<file path="src/rtl/core/glu_pkg.sv">
// shared types and constants for the gcd / lcm unit
`default_nettype none
package glu_pkg;

   localparam int DataWidth = 64;
   localparam int CntWidth  = 6;

   typedef logic [DataWidth-1:0] word_type;
   typedef logic [CntWidth-1:0]  cnt_type;

   typedef enum logic [2:0] {
      ST_IDLE,
      ST_GCD,
      ST_DIV,
      ST_PREP,
      ST_MUL,
      ST_DONE
   } state_type;

   // controller to datapath
   typedef struct packed {
      logic load;
      logic gcd_step;
      logic gcd_fin;
      logic div_step;
      logic mul_init;
      logic mul_step;
      logic emit;
   } cmd_type;

   // datapath to controller
   typedef struct packed {
      logic gcd_done;
      logic lcm_path;
      logic cnt_last;
      logic out_free;
   } status_type;

endpackage
`default_nettype wire

</file>
<file path="src/rtl/core/glu_ctrl.sv">
// sequencer for the binary gcd, quotient and product phases
`default_nettype none
module glu_ctrl (
   input  wire logic               clock,
   input  wire logic               reset,
   input  wire logic               req_tvalid,
   output logic                    req_tready,
   input  wire glu_pkg::status_type sts,
   output glu_pkg::cmd_type        cmd
);
   import glu_pkg::*;

   state_type state_ff;
   state_type state_in;

   always_ff @(posedge clock) begin
      if (reset) begin
         state_ff <= ST_IDLE;
      end else begin
         state_ff <= state_in;
      end
   end

   always_comb begin
      state_in = state_ff;
      case (state_ff)
         ST_IDLE: begin
            if (req_tvalid) state_in = ST_GCD;
         end
         ST_GCD: begin
            if (sts.gcd_done) state_in = sts.lcm_path ? ST_DIV : ST_DONE;
         end
         ST_DIV: begin
            if (sts.cnt_last) state_in = ST_PREP;
         end
         ST_PREP: begin
            state_in = ST_MUL;
         end
         ST_MUL: begin
            if (sts.cnt_last) state_in = ST_DONE;
         end
         ST_DONE: begin
            if (sts.out_free) state_in = ST_IDLE;
         end
         default: begin
            state_in = ST_IDLE;
         end
      endcase
   end

   always_comb begin
      cmd        = '0;
      req_tready = 1'b0;
      case (state_ff)
         ST_IDLE: begin
            // input stays closed while reset is held
            req_tready = !reset;
            cmd.load   = req_tvalid && !reset;
         end
         ST_GCD: begin
            cmd.gcd_step = !sts.gcd_done;
            cmd.gcd_fin  = sts.gcd_done;
         end
         ST_DIV: begin
            cmd.div_step = 1'b1;
         end
         ST_PREP: begin
            cmd.mul_init = 1'b1;
         end
         ST_MUL: begin
            cmd.mul_step = 1'b1;
         end
         ST_DONE: begin
            cmd.emit = sts.out_free;
         end
         default: begin
            cmd = '0;
         end
      endcase
   end

endmodule
`default_nettype wire

</file>
<file path="src/rtl/core/glu_datapath.sv">
// operand registers, shift-subtract gcd, restoring divider, shift-add multiplier
`default_nettype none
module glu_datapath (
   input  wire logic                clock,
   input  wire logic                reset,
   input  wire glu_pkg::cmd_type    cmd,
   output glu_pkg::status_type      sts,
   input  wire logic                req_kind,
   input  wire glu_pkg::word_type   req_operand_a,
   input  wire glu_pkg::word_type   req_operand_b,
   output logic                     rsp_tvalid,
   input  wire logic                rsp_tready,
   output glu_pkg::word_type        rsp_value,
   output logic                     rsp_overflow
);
   import glu_pkg::*;

   word_type a_ff, a_in;
   word_type b_ff, b_in;
   word_type x_ff, x_in;
   word_type y_ff, y_in;
   word_type g_ff, g_in;
   cnt_type  k_ff, k_in;
   cnt_type  cnt_ff, cnt_in;
   logic     kind_ff, kind_in;
   logic     nz_ff, nz_in;
   logic     neg_ff, neg_in;
   word_type value_ff, value_in;
   logic     ovf_ff, ovf_in;
   logic     valid_ff, valid_in;

   word_type         mag_a, mag_b;
   logic [DataWidth:0] rem_sh, rem_diff, mul_sum;
   logic             qbit;
   word_type         diff_xy, diff_yx;
   logic             prod_neg_ovf;

   assign mag_a = req_operand_a[DataWidth-1] ? word_type'(-req_operand_a) : req_operand_a;
   assign mag_b = req_operand_b[DataWidth-1] ? word_type'(-req_operand_b) : req_operand_b;

   assign diff_xy = x_ff - y_ff;
   assign diff_yx = y_ff - x_ff;

   // one restoring division bit per cycle, dividend shifts out of a_ff
   assign rem_sh   = {y_ff, a_ff[DataWidth-1]};
   assign rem_diff = rem_sh - {1'b0, g_ff};
   assign qbit     = !rem_diff[DataWidth];

   // multiplier in b_ff shifts right while low product bits fill from the top
   assign mul_sum = {1'b0, y_ff} + (b_ff[0] ? {1'b0, x_ff} : '0);

   // magnitude above 2^63 cannot be negated into range
   assign prod_neg_ovf = b_ff[DataWidth-1] && (|b_ff[DataWidth-2:0]);

   always_comb begin
      a_in    = a_ff;
      b_in    = b_ff;
      x_in    = x_ff;
      y_in    = y_ff;
      g_in    = g_ff;
      k_in    = k_ff;
      cnt_in  = cnt_ff;
      kind_in = kind_ff;
      nz_in   = nz_ff;
      neg_in  = neg_ff;

      if (cmd.load) begin
         a_in    = mag_a;
         b_in    = mag_b;
         x_in    = mag_a;
         y_in    = mag_b;
         k_in    = '0;
         kind_in = req_kind;
         nz_in   = (mag_a != '0) && (mag_b != '0);
         neg_in  = req_operand_a[DataWidth-1] ^ req_operand_b[DataWidth-1];
      end else if (cmd.gcd_step) begin
         if (!x_ff[0] && !y_ff[0]) begin
            x_in = x_ff >> 1;
            y_in = y_ff >> 1;
            k_in = k_ff + cnt_type'(1);
         end else if (!x_ff[0]) begin
            x_in = x_ff >> 1;
         end else if (!y_ff[0]) begin
            y_in = y_ff >> 1;
         end else if (x_ff >= y_ff) begin
            x_in = diff_xy >> 1;
         end else begin
            y_in = diff_yx >> 1;
         end
      end else if (cmd.gcd_fin) begin
         g_in   = (x_ff | y_ff) << k_ff;
         x_in   = '0;
         y_in   = '0;
         cnt_in = '0;
      end else if (cmd.div_step) begin
         a_in   = a_ff << 1;
         x_in   = {x_ff[DataWidth-2:0], qbit};
         y_in   = qbit ? rem_diff[DataWidth-1:0] : rem_sh[DataWidth-1:0];
         cnt_in = cnt_ff + cnt_type'(1);
      end else if (cmd.mul_init) begin
         y_in   = '0;
         cnt_in = '0;
      end else if (cmd.mul_step) begin
         y_in   = mul_sum[DataWidth:1];
         b_in   = {mul_sum[0], b_ff[DataWidth-1:1]};
         cnt_in = cnt_ff + cnt_type'(1);
      end
   end

   always_comb begin
      value_in = value_ff;
      ovf_in   = ovf_ff;
      valid_in = valid_ff;
      if (cmd.emit) begin
         valid_in = 1'b1;
         if (!kind_ff) begin
            value_in = g_ff;
            ovf_in   = 1'b0;
         end else if (!nz_ff) begin
            value_in = '0;
            ovf_in   = 1'b0;
         end else begin
            value_in = neg_ff ? word_type'(-b_ff) : b_ff;
            // high product half nonzero means the lcm left 64 bits altogether
            ovf_in   = (|y_ff) || (neg_ff ? prod_neg_ovf : b_ff[DataWidth-1]);
         end
      end else if (rsp_tready) begin
         valid_in = 1'b0;
      end
   end

   always_ff @(posedge clock) begin
      a_ff     <= a_in;
      b_ff     <= b_in;
      x_ff     <= x_in;
      y_ff     <= y_in;
      g_ff     <= g_in;
      k_ff     <= k_in;
      cnt_ff   <= cnt_in;
      kind_ff  <= kind_in;
      nz_ff    <= nz_in;
      neg_ff   <= neg_in;
      value_ff <= value_in;
      ovf_ff   <= ovf_in;
   end

   always_ff @(posedge clock) begin
      if (reset) begin
         valid_ff <= 1'b0;
      end else begin
         valid_ff <= valid_in;
      end
   end

   assign sts.gcd_done = (x_ff == '0) || (y_ff == '0);
   assign sts.lcm_path = kind_ff && nz_ff;
   assign sts.cnt_last = (cnt_ff == cnt_type'(DataWidth - 1));
   assign sts.out_free = !valid_ff || rsp_tready;

   assign rsp_tvalid   = valid_ff;
   assign rsp_value    = value_ff;
   assign rsp_overflow = ovf_ff;

endmodule
`default_nettype wire

</file>
<file path="src/rtl/core/gcd_lcm_unit.sv">
// Gcd / lcm unit: one signed 64-bit operand pair in, one result out. The gcd is found by a
// binary shift-subtract loop that removes at least one operand bit per cycle and takes fewer
// steps for small operands, then the result is formed; an lcm then finds |a| / gcd in a
// one-bit-per-cycle restoring divider, takes a setup step and multiplies in a shift-add
// multiplier. One item is in flight at a time; the result sits in an output register, so
// the next item is accepted as soon as the sequencer has handed the result over, even if
// the consumer has not yet taken it. A result still waiting when the next one is ready
// holds the sequencer until the consumer takes it. The input is closed while reset is held.
`default_nettype none
module gcd_lcm_unit (
   input  wire logic           clock,
   input  wire logic           reset,
   input  wire logic           req_tvalid,
   output logic                req_tready,
   input  wire logic [127:0]   req_tdata,  // operand_a [63:0], operand_b [127:64]
   input  wire logic           req_tuser,  // kind: 0 gcd, 1 lcm
   output logic                rsp_tvalid,
   input  wire logic           rsp_tready,
   output logic [63:0]         rsp_tdata,  // value [63:0]
   output logic                rsp_tuser   // overflow
);
   import glu_pkg::*;

   cmd_type    cmd;
   status_type sts;

   glu_ctrl u_ctrl (
      .clock      (clock),
      .reset      (reset),
      .req_tvalid (req_tvalid),
      .req_tready (req_tready),
      .sts        (sts),
      .cmd        (cmd)
   );

   glu_datapath u_datapath (
      .clock         (clock),
      .reset         (reset),
      .cmd           (cmd),
      .sts           (sts),
      .req_kind      (req_tuser),
      .req_operand_a (req_tdata[63:0]),
      .req_operand_b (req_tdata[127:64]),
      .rsp_tvalid    (rsp_tvalid),
      .rsp_tready    (rsp_tready),
      .rsp_value     (rsp_tdata),
      .rsp_overflow  (rsp_tuser)
   );

   // only one datapath operation per cycle
   a_one_cmd: assert property (@(posedge clock) disable iff (reset)
      $onehot0({cmd.load, cmd.gcd_step, cmd.gcd_fin, cmd.div_step,
                cmd.mul_init, cmd.mul_step, cmd.emit}))
      else $error("conflicting datapath commands");

   // a result is never written over one still waiting
   a_emit_free: assert property (@(posedge clock) disable iff (reset)
      cmd.emit |-> sts.out_free)
      else $error("result overwritten");

   // an accepted item keeps the input closed the next cycle
   a_busy: assert property (@(posedge clock) disable iff (reset)
      (req_tvalid && req_tready) |=> !req_tready)
      else $error("input reopened while busy");

   // every hand-over shows up on the result channel
   a_emit_valid: assert property (@(posedge clock) disable iff (reset)
      cmd.emit |=> rsp_tvalid)
      else $error("result lost");

endmodule
`default_nettype wire
</file>
<file path="config.mk">
export PLATFORM = sky130hd
export DESIGN_NAME = gcd_lcm_unit
export DESIGN_NICKNAME = d
export VERILOG_FILES = /design/src/rtl/core/glu_pkg.sv /design/src/rtl/core/glu_ctrl.sv /design/src/rtl/core/glu_datapath.sv /design/src/rtl/core/gcd_lcm_unit.sv
export SDC_FILE = /design/constraint.sdc
export NUM_CORES = 2
export LEC_CHECK = 0
export ABC_AREA = 1
export BUFFER_PORTS_ARGS = -buffer_cell sky130_fd_sc_hd__buf_2
export CORE_MARGIN = 8
export CORE_UTILIZATION = 25
export CTS_BUF_LIST = sky130_fd_sc_hd__clkbuf_4
export DETAILED_ROUTE_END_ITERATION = 8
export PLACE_DENSITY_LB_ADDON = 0.2
export SKIP_LAST_GASP = 1
export SYNTH_ARGS = -nofsm -noshare
export SYNTH_HDL_FRONTEND = slang
export SYNTH_SLANG_ARGS = --single-unit
</file>
<file path="constraint.sdc">
create_clock -name clock -period 8.7 [get_ports clock]
set_input_delay 0.435 -clock clock [delete_from_list [all_inputs] [get_ports clock]]
set_output_delay 0.435 -clock clock [all_outputs]
set_load 0.03 [all_outputs]
</file>
== Word-level counts from Yosys, hierarchy flattened ==
Index checks and enable logic that the tools add are counted.

* Bits in registers: 404
* Latch bits: 0
* RAM bits: 0
* ROM bits: 0
* Bits of input ports: 133
* Output and inout port bits: 67
* Word-level logic and storage cells: 142
* Memories kept: 0

* Add/sub/neg operators: 9
* $mul: 0
* Div/mod/pow operators: 0
* Magnitude comparators: 1
* Eq/ne operators: 19
* Shifts and indexed selects: 1
* Muxes and demuxes: 55
* Bitwise logic cells: 4
* Reduce and logical (&&, ||, !) cells: 37

{| class="wikitable"
|+ Operator list
! operator !! number
|-
| $mux 64 || 35
|-
| $neg 64->64 || 3
|-
| $logic_not 64->1 || 2
|-
| $reduce_bool 64->1 || 2
|-
| $sub 64x64->64 || 2
|-
| $add 64x65->65 || 1
|-
| $sub 65x64->65 || 1
|-
| $ge 64x64->1 || 1
|-
| $or 64x64->64 || 1
|-
| $reduce_or 64->1 || 1
|-
| $shl 64x6->64 || 1
|-
| $reduce_or 63->1 || 1
|-
| $mux 3 || 6
|-
| $mux 6 || 3
|-
| $pmux 3 s6 || 1
|-
| $ne 5x5->1 const B || 3
|-
| $reduce_and 3->1 || 5
|-
| $add 6x1->6 const B || 2
|-
| $ne 2x1->1 const B || 6
|-
| $reduce_and 5->1 || 2
|-
| $mux 1 || 9
|-
| $reduce_bool 4->1 || 2
|-
| $eq 3x2->1 const B || 2
|-
| $eq 3x3->1 const B || 2
|-
| 14 further kinds || 32
|}

== Longest topological paths before layout ==
* Word-level depth: 8
* Mapped depth: 23
* Gate-level depth less buffers: 22

== Cells and area by module ==
Synthesis repeated with hierarchy kept, for this count alone.

* Cell total of the unflattened synthesis: 8344
* Area, all modules: 51172.8 um^2

{| class="wikitable"
|+ By module, submodules not included
! module !! instances !! cells each !! area each (um^2) !! seq. area each (um^2)
|-
| glu_datapath || 1 || 8285 || 50833.8 || 11971.5
|-
| glu_ctrl || 1 || 59 || 339.1 || 60.1
|}

== Worst setup path before layout ==
Ideal clock, no wire load.

* Path kind: register to register
* From: reg u_datapath.y_ff[1]
* To: reg u_datapath.y_ff[10], enable pin
* Library setup time: 0.597 ns
* Arrival time: 6.752 ns
* Required time: 8.103 ns
* Setup slack: 1.351 ns
* Cell stages (with the launch flop): 10
* Buffers on the path: 2
* Period minus slack after synthesis: 7.349 ns
* Cell sequence: edfxtp_1 -> inv_1 -> nand4_1 -> nor4_1 -> nand4_1 -> nand2_1 -> nor2_1 -> buf_2 -> buf_4 -> a311oi_1

* Word-level cells in the longest chain between the ends: 6
* Elaborated cells on any way between the ends: 9
* Classes of those cells: order compare: 1; eq/ne: 2; mux: 1; reduce/logical: 5

{| class="wikitable"
|+ RTL lines
! item !! RTL line !! text
|-
| start: declaration || glu_datapath.sv:21 || <nowiki>word_type y_ff, y_in;</nowiki>
|-
| start signal: assignment || glu_datapath.sv:136 || <nowiki>y_ff <= y_in;</nowiki>
|-
| parallel branches: the longest is 5 deep, another holds $ge 64x64->1 || n/a ||
|-
| $reduce_and 3->1 (no line) (*) || n/a ||
|}

Every way passes the cells marked *.
A chain may end at the register's enable or synchronous reset.

== Worst setup path in the final report ==
* From: reg u_datapath.x_ff[0]
* To: reg u_datapath.x_ff[49] (data pin)

* Word-level cells in the longest chain between the ends: 7
* Elaborated cells on any way between the ends: 14
* Classes of those cells: add/sub: 1; mux: 8; reduce/logical: 5

{| class="wikitable"
|+ RTL lines
! item !! RTL line !! text
|-
| start: declaration || glu_datapath.sv:20 || <nowiki>word_type x_ff, x_in;</nowiki>
|-
| start signal: assignment || glu_datapath.sv:135 || <nowiki>x_ff <= x_in;</nowiki>
|-
| $sub 64x64->64 || glu_datapath.sv:41 || <nowiki>assign diff_xy = x_ff - y_ff;</nowiki>
|-
| $mux 64 || glu_datapath.sv:85 || <nowiki>end else if (x_ff >= y_ff) begin</nowiki>
|-
| $mux 64 || glu_datapath.sv:83 || <nowiki>end else if (!y_ff[0]) begin</nowiki>
|-
| $mux 64 || glu_datapath.sv:81 || <nowiki>end else if (!x_ff[0]) begin</nowiki>
|-
| $mux 64 || glu_datapath.sv:77 || <nowiki>if (!x_ff[0] && !y_ff[0]) begin</nowiki>
|-
| $mux 64 (*) || glu_datapath.sv:76 || <nowiki>end else if (cmd.gcd_step) begin</nowiki>
|-
| $mux 64 (*) || glu_datapath.sv:67 || <nowiki>if (cmd.load) begin</nowiki>
|-
| named net u_datapath.x_in[49] || glu_datapath.sv:20 ||
|}

Mark *: on every way through the listed nets, which the timed path passes. The rest lies on a longest branch. The select of a mux whose other input is x is not followed.

==> run metrics <==
outcome completed; die footprint 213,400 sq um; cell accounting for the most synthesized area sky130_fd_sc_hd__edfxtp_1; overall die height 462.0 um; hold path endpoint u_datapath.b_ff[12]$_DFFE_PP_; slew at the pin with the worst max-slew slack 1.335 ns; Total GRT Usage 27.89%; core box area 197,400 sq um; mean routed wirelength per cell 28.37 um; Worst setup SP type flip-flop; total CTS buffers 137; number of placed instances, taps included 10,580; crit path max fanout 61; sequential cell area fraction in the yosys report 24.20%; startpoint of the worst register-to-register path u_datapath.x_ff[0]$_DFFE_PP_; routed wire length 311,000 um; Leak 25.29 nW; Boundary Pins 200; number of setup violations in the final report 0; IR Drop Worst-Case VDD 0.2463 mV; share of flip-flops with an asynchronous set or reset after synthesis 0%; Primary FF master, synth sky130_fd_sc_hd__edfxtp_1; Netlist cell types 64; count of port buffers added during placement 199; mean post-synth cell area 6.286 sq um; arrival time at the worst endpoint 7.27 ns; final weighted congestion in routability-driven placement 1.054; Sum Neg Setup Slack 0 ns; Post-Synthesis Cell Area 49,720 sq um; count of mapped cells out of synthesis 7,910; count of vias placed by the detailed router 57,870; global-route wire length before repair 423,700 um; post-detailed-route via-to-cell ratio 5.279; leading cell type by number of instances after synthesis sky130_fd_sc_hd__nand2_1; initial detailed-routing violation count 6,476; destination of the worst register-to-register timing path u_datapath.x_ff[49]$_DFFE_PP_; Clk pin slew, worst setup/hold paths 0.06 ns; synthesis-to-finish area growth 13.60%; proportion of netlist area held by the largest area contributor 23.79%; total iterations of the first detailed-routing run 8; Synth area leaders sky130_fd_sc_hd__edfxtp_1, sky130_fd_sc_hd__nand2_1, sky130_fd_sc_hd__ha_1; Global Route met3 Usage 5.122%; cell at the root of the clock tree sky130_fd_sc_hd__clkbuf_4; share of post-route cells with drive strength above 1 8.360%; Die Width 462.0 um; setup slack on the worst flop-to-flop path 2.21 ns; maximum number of pins on one net before global-route repair 125; core utilization of the finished layout 28.61%; post-layout minimum cycle time 6.491 ns; count of nets after finishing 8,646; Max Transition Viols Final 0; drc violations 0; overflow left after global routing 0; grt met2 use 44.20%; slew margin rel. 10.68%; antenna violations before repair 41; met1 layer usage reported by global route 36.35%; count of standard-cell rows 163; Max Buffers Root-to-Sink 3; Synth Net Count 8,372; final hold violation count 0; busiest metal layer after global routing met2; H-tree lvl count 4; synthesized flop and latch total 404; worst hold slack across all endpoints 0.1317 ns; initial standard-cell utilization of the core 25.19%; antenna violation net count after detailed routing 0; clock insertion delay at the later pin of the skew report 1.25 ns; kind of path behind the tightest hold check in2reg; top post-synthesis cells by count sky130_fd_sc_hd__nand2_1, sky130_fd_sc_hd__inv_1, sky130_fd_sc_hd__nor2_1; setup repair after global routing missed its margin false; startpoint of the lowest-slack hold path req_tdata[76]; critical setup path kind reg2reg; MaxCap Viol Count 0; worst r2r path cells 11; post-DP HPWL 263,900 um; clock tree from TritonCTS built; post-route clock skew 0.1624 ns; Critical path origin u_datapath.x_ff[0]$_DFFE_PP_; via count of the first global-routing pass 55,520; number of warnings issued by yosys 0; fmax 154.1 MHz; Tcrit/Tclk final 74.61%; Hold Path Stages 6; Post-synth EDFFs 394; nature of the critical path endpoint flip-flop; power per cell area 494.4 nW/um^2; Post-Layout Cell Count 10,960; Crit path required time 9.48 ns; count of clock tree sinks 404
critical path, cell delays in order (launching register included):
cell                       delay, ns
sky130_fd_sc_hd__edfxtp_1       0.49
sky130_fd_sc_hd__inv_1          0.18
sky130_fd_sc_hd__ha_1           0.56
sky130_fd_sc_hd__nor2_4         0.78
sky130_fd_sc_hd__buf_4          0.59
sky130_fd_sc_hd__inv_1          0.12
sky130_fd_sc_hd__buf_4          0.29
sky130_fd_sc_hd__nor2_1         0.79
sky130_fd_sc_hd__nand2_4        0.71
sky130_fd_sc_hd__nor2_1         0.29
sky130_fd_sc_hd__a21oi_1        0.19
sky130_fd_sc_hd__o21ai_0        0.92
worst max-delay path by stage:
stage | endpoint | slack (ns)
floorplan | u_datapath.y_ff[10]$_DFFE_PP_ | 1.35
global placement | u_datapath.x_ff[49]$_DFFE_PP_ | 2.47
detailed placement | u_datapath.x_ff[49]$_DFFE_PP_ | 2.45
CTS | u_datapath.x_ff[49]$_DFFE_PP_ | 2.34
global route | u_datapath.x_ff[49]$_DFFE_PP_ | 2.38
finish | u_datapath.x_ff[49]$_DFFE_PP_ | 2.21
final cells by class:
class / instances / area (sq um)
Multi-Input combinational cell: 6181 / 32650
Clock buffer: 191 / 1434
Fill cell: 22560 / 140900
Inverter: 1088 / 4089
Clock inverter: 53 / 316.6
Antenna cell: 33 / 82.58
Sequential cell: 404 / 12040
Timing Repair Buffer: 372 / 2580
Tap cell: 2640 / 3303
report_power, final:
part | switching (mW) | internal [mW] | total (mW)
clock | 1.11 | 1.09 | 2.20
combinational | 15.8 | 5.72 | 21.6
sequential | 0.808 | 3.35 | 4.16
total | 17.8 | 10.2 | 27.9
kinds of logic after synthesis:
group / share of synthesized area, %
and+or+nand+nor: 32.79
AOI/OAI and AO/OA: 18.82
buffers and inverters: 10.40
DFF: 24.20
adders and majority gates: 8.339
xor gates and xnor gates: 3.998
muxes: 1.449
registers in the layout (all words and copies together), names as in the netlist:
| signal | cells |
|---|---|
| u_datapath.x_ff | 64 |
| u_datapath.rsp_tvalid | 1 |
| u_datapath.a_ff | 64 |
| u_datapath.g_ff | 64 |
| u_datapath.rsp_overflow | 1 |
| u_datapath.y_ff | 64 |
| u_datapath.cnt_ff | 6 |
| u_datapath.rsp_value | 64 |
| u_datapath.k_ff | 6 |
| u_ctrl.state_ff | 3 |
| u_datapath.kind_ff | 1 |
| u_datapath.b_ff | 64 |
| u_datapath.neg_ff | 1 |
| u_datapath.nz_ff | 1 |
through the flow:
stage	instance area, sq um	setup slack (ns)	power, mW
2_1_floorplan	49720	1.351	16.35
3_3_place_gp	53610	2.470	25.19
3_5_place_dp	53610	2.454	24.98
4_1_cts	56400	2.340	27.33
5_1_grt	56440	2.375	29.34
6_report	56490	2.209	27.92
layout by cell type, fill, tap and decap left out, types with 9 or more instances in the layout:
master,count
sky130_fd_sc_hd__buf_4,67
sky130_fd_sc_hd__edfxtp_1,394
sky130_fd_sc_hd__nor4_1,34
sky130_fd_sc_hd__o211ai_1,36
sky130_fd_sc_hd__nand3_1,461
sky130_fd_sc_hd__o21bai_1,60
sky130_fd_sc_hd__a21o_1,29
sky130_fd_sc_hd__a22oi_1,34
sky130_fd_sc_hd__dlygate4sd3_1,104
sky130_fd_sc_hd__o22ai_2,30
sky130_fd_sc_hd__nand3b_1,45
sky130_fd_sc_hd__o21ai_0,647
sky130_fd_sc_hd__ha_1,325
sky130_fd_sc_hd__diode_2,33
sky130_fd_sc_hd__clkinv_1,33
sky130_fd_sc_hd__nand2_2,11
sky130_fd_sc_hd__nand4_1,97
sky130_fd_sc_hd__nor2_1,940
sky130_fd_sc_hd__o211ai_2,14
sky130_fd_sc_hd__inv_2,36
sky130_fd_sc_hd__nand2_1,2137
sky130_fd_sc_hd__inv_1,1051
sky130_fd_sc_hd__buf_2,199
sky130_fd_sc_hd__xnor2_1,57
sky130_fd_sc_hd__o22ai_1,109
sky130_fd_sc_hd__a31oi_1,33
sky130_fd_sc_hd__nand3_2,9
sky130_fd_sc_hd__or2_2,26
sky130_fd_sc_hd__nor3_1,93
sky130_fd_sc_hd__xor2_1,170
sky130_fd_sc_hd__o21a_1,25
sky130_fd_sc_hd__nor2_2,35
sky130_fd_sc_hd__clkbuf_4,191
sky130_fd_sc_hd__a21boi_0,23
sky130_fd_sc_hd__o21ai_1,51
sky130_fd_sc_hd__a21oi_1,486
sky130_fd_sc_hd__mux2i_1,72
sky130_fd_sc_hd__nor2_4,15
metal layers:
layer	vias to the layer above	wire length [um]
met5	-	34
met4	6	17020
li1	26820	-
met3	508	26370
met2	2838	137600
met1	27690	130000
timing repair:
action | 4_1_cts | 5_1_grt
resized for setup | 0 | 0
endpoints found under the hold margin | 154 | 0
hold buffers | 104 | 0
setup buffers | 0 | 0
No activity file was read; power rests on OpenSTA's default activity.
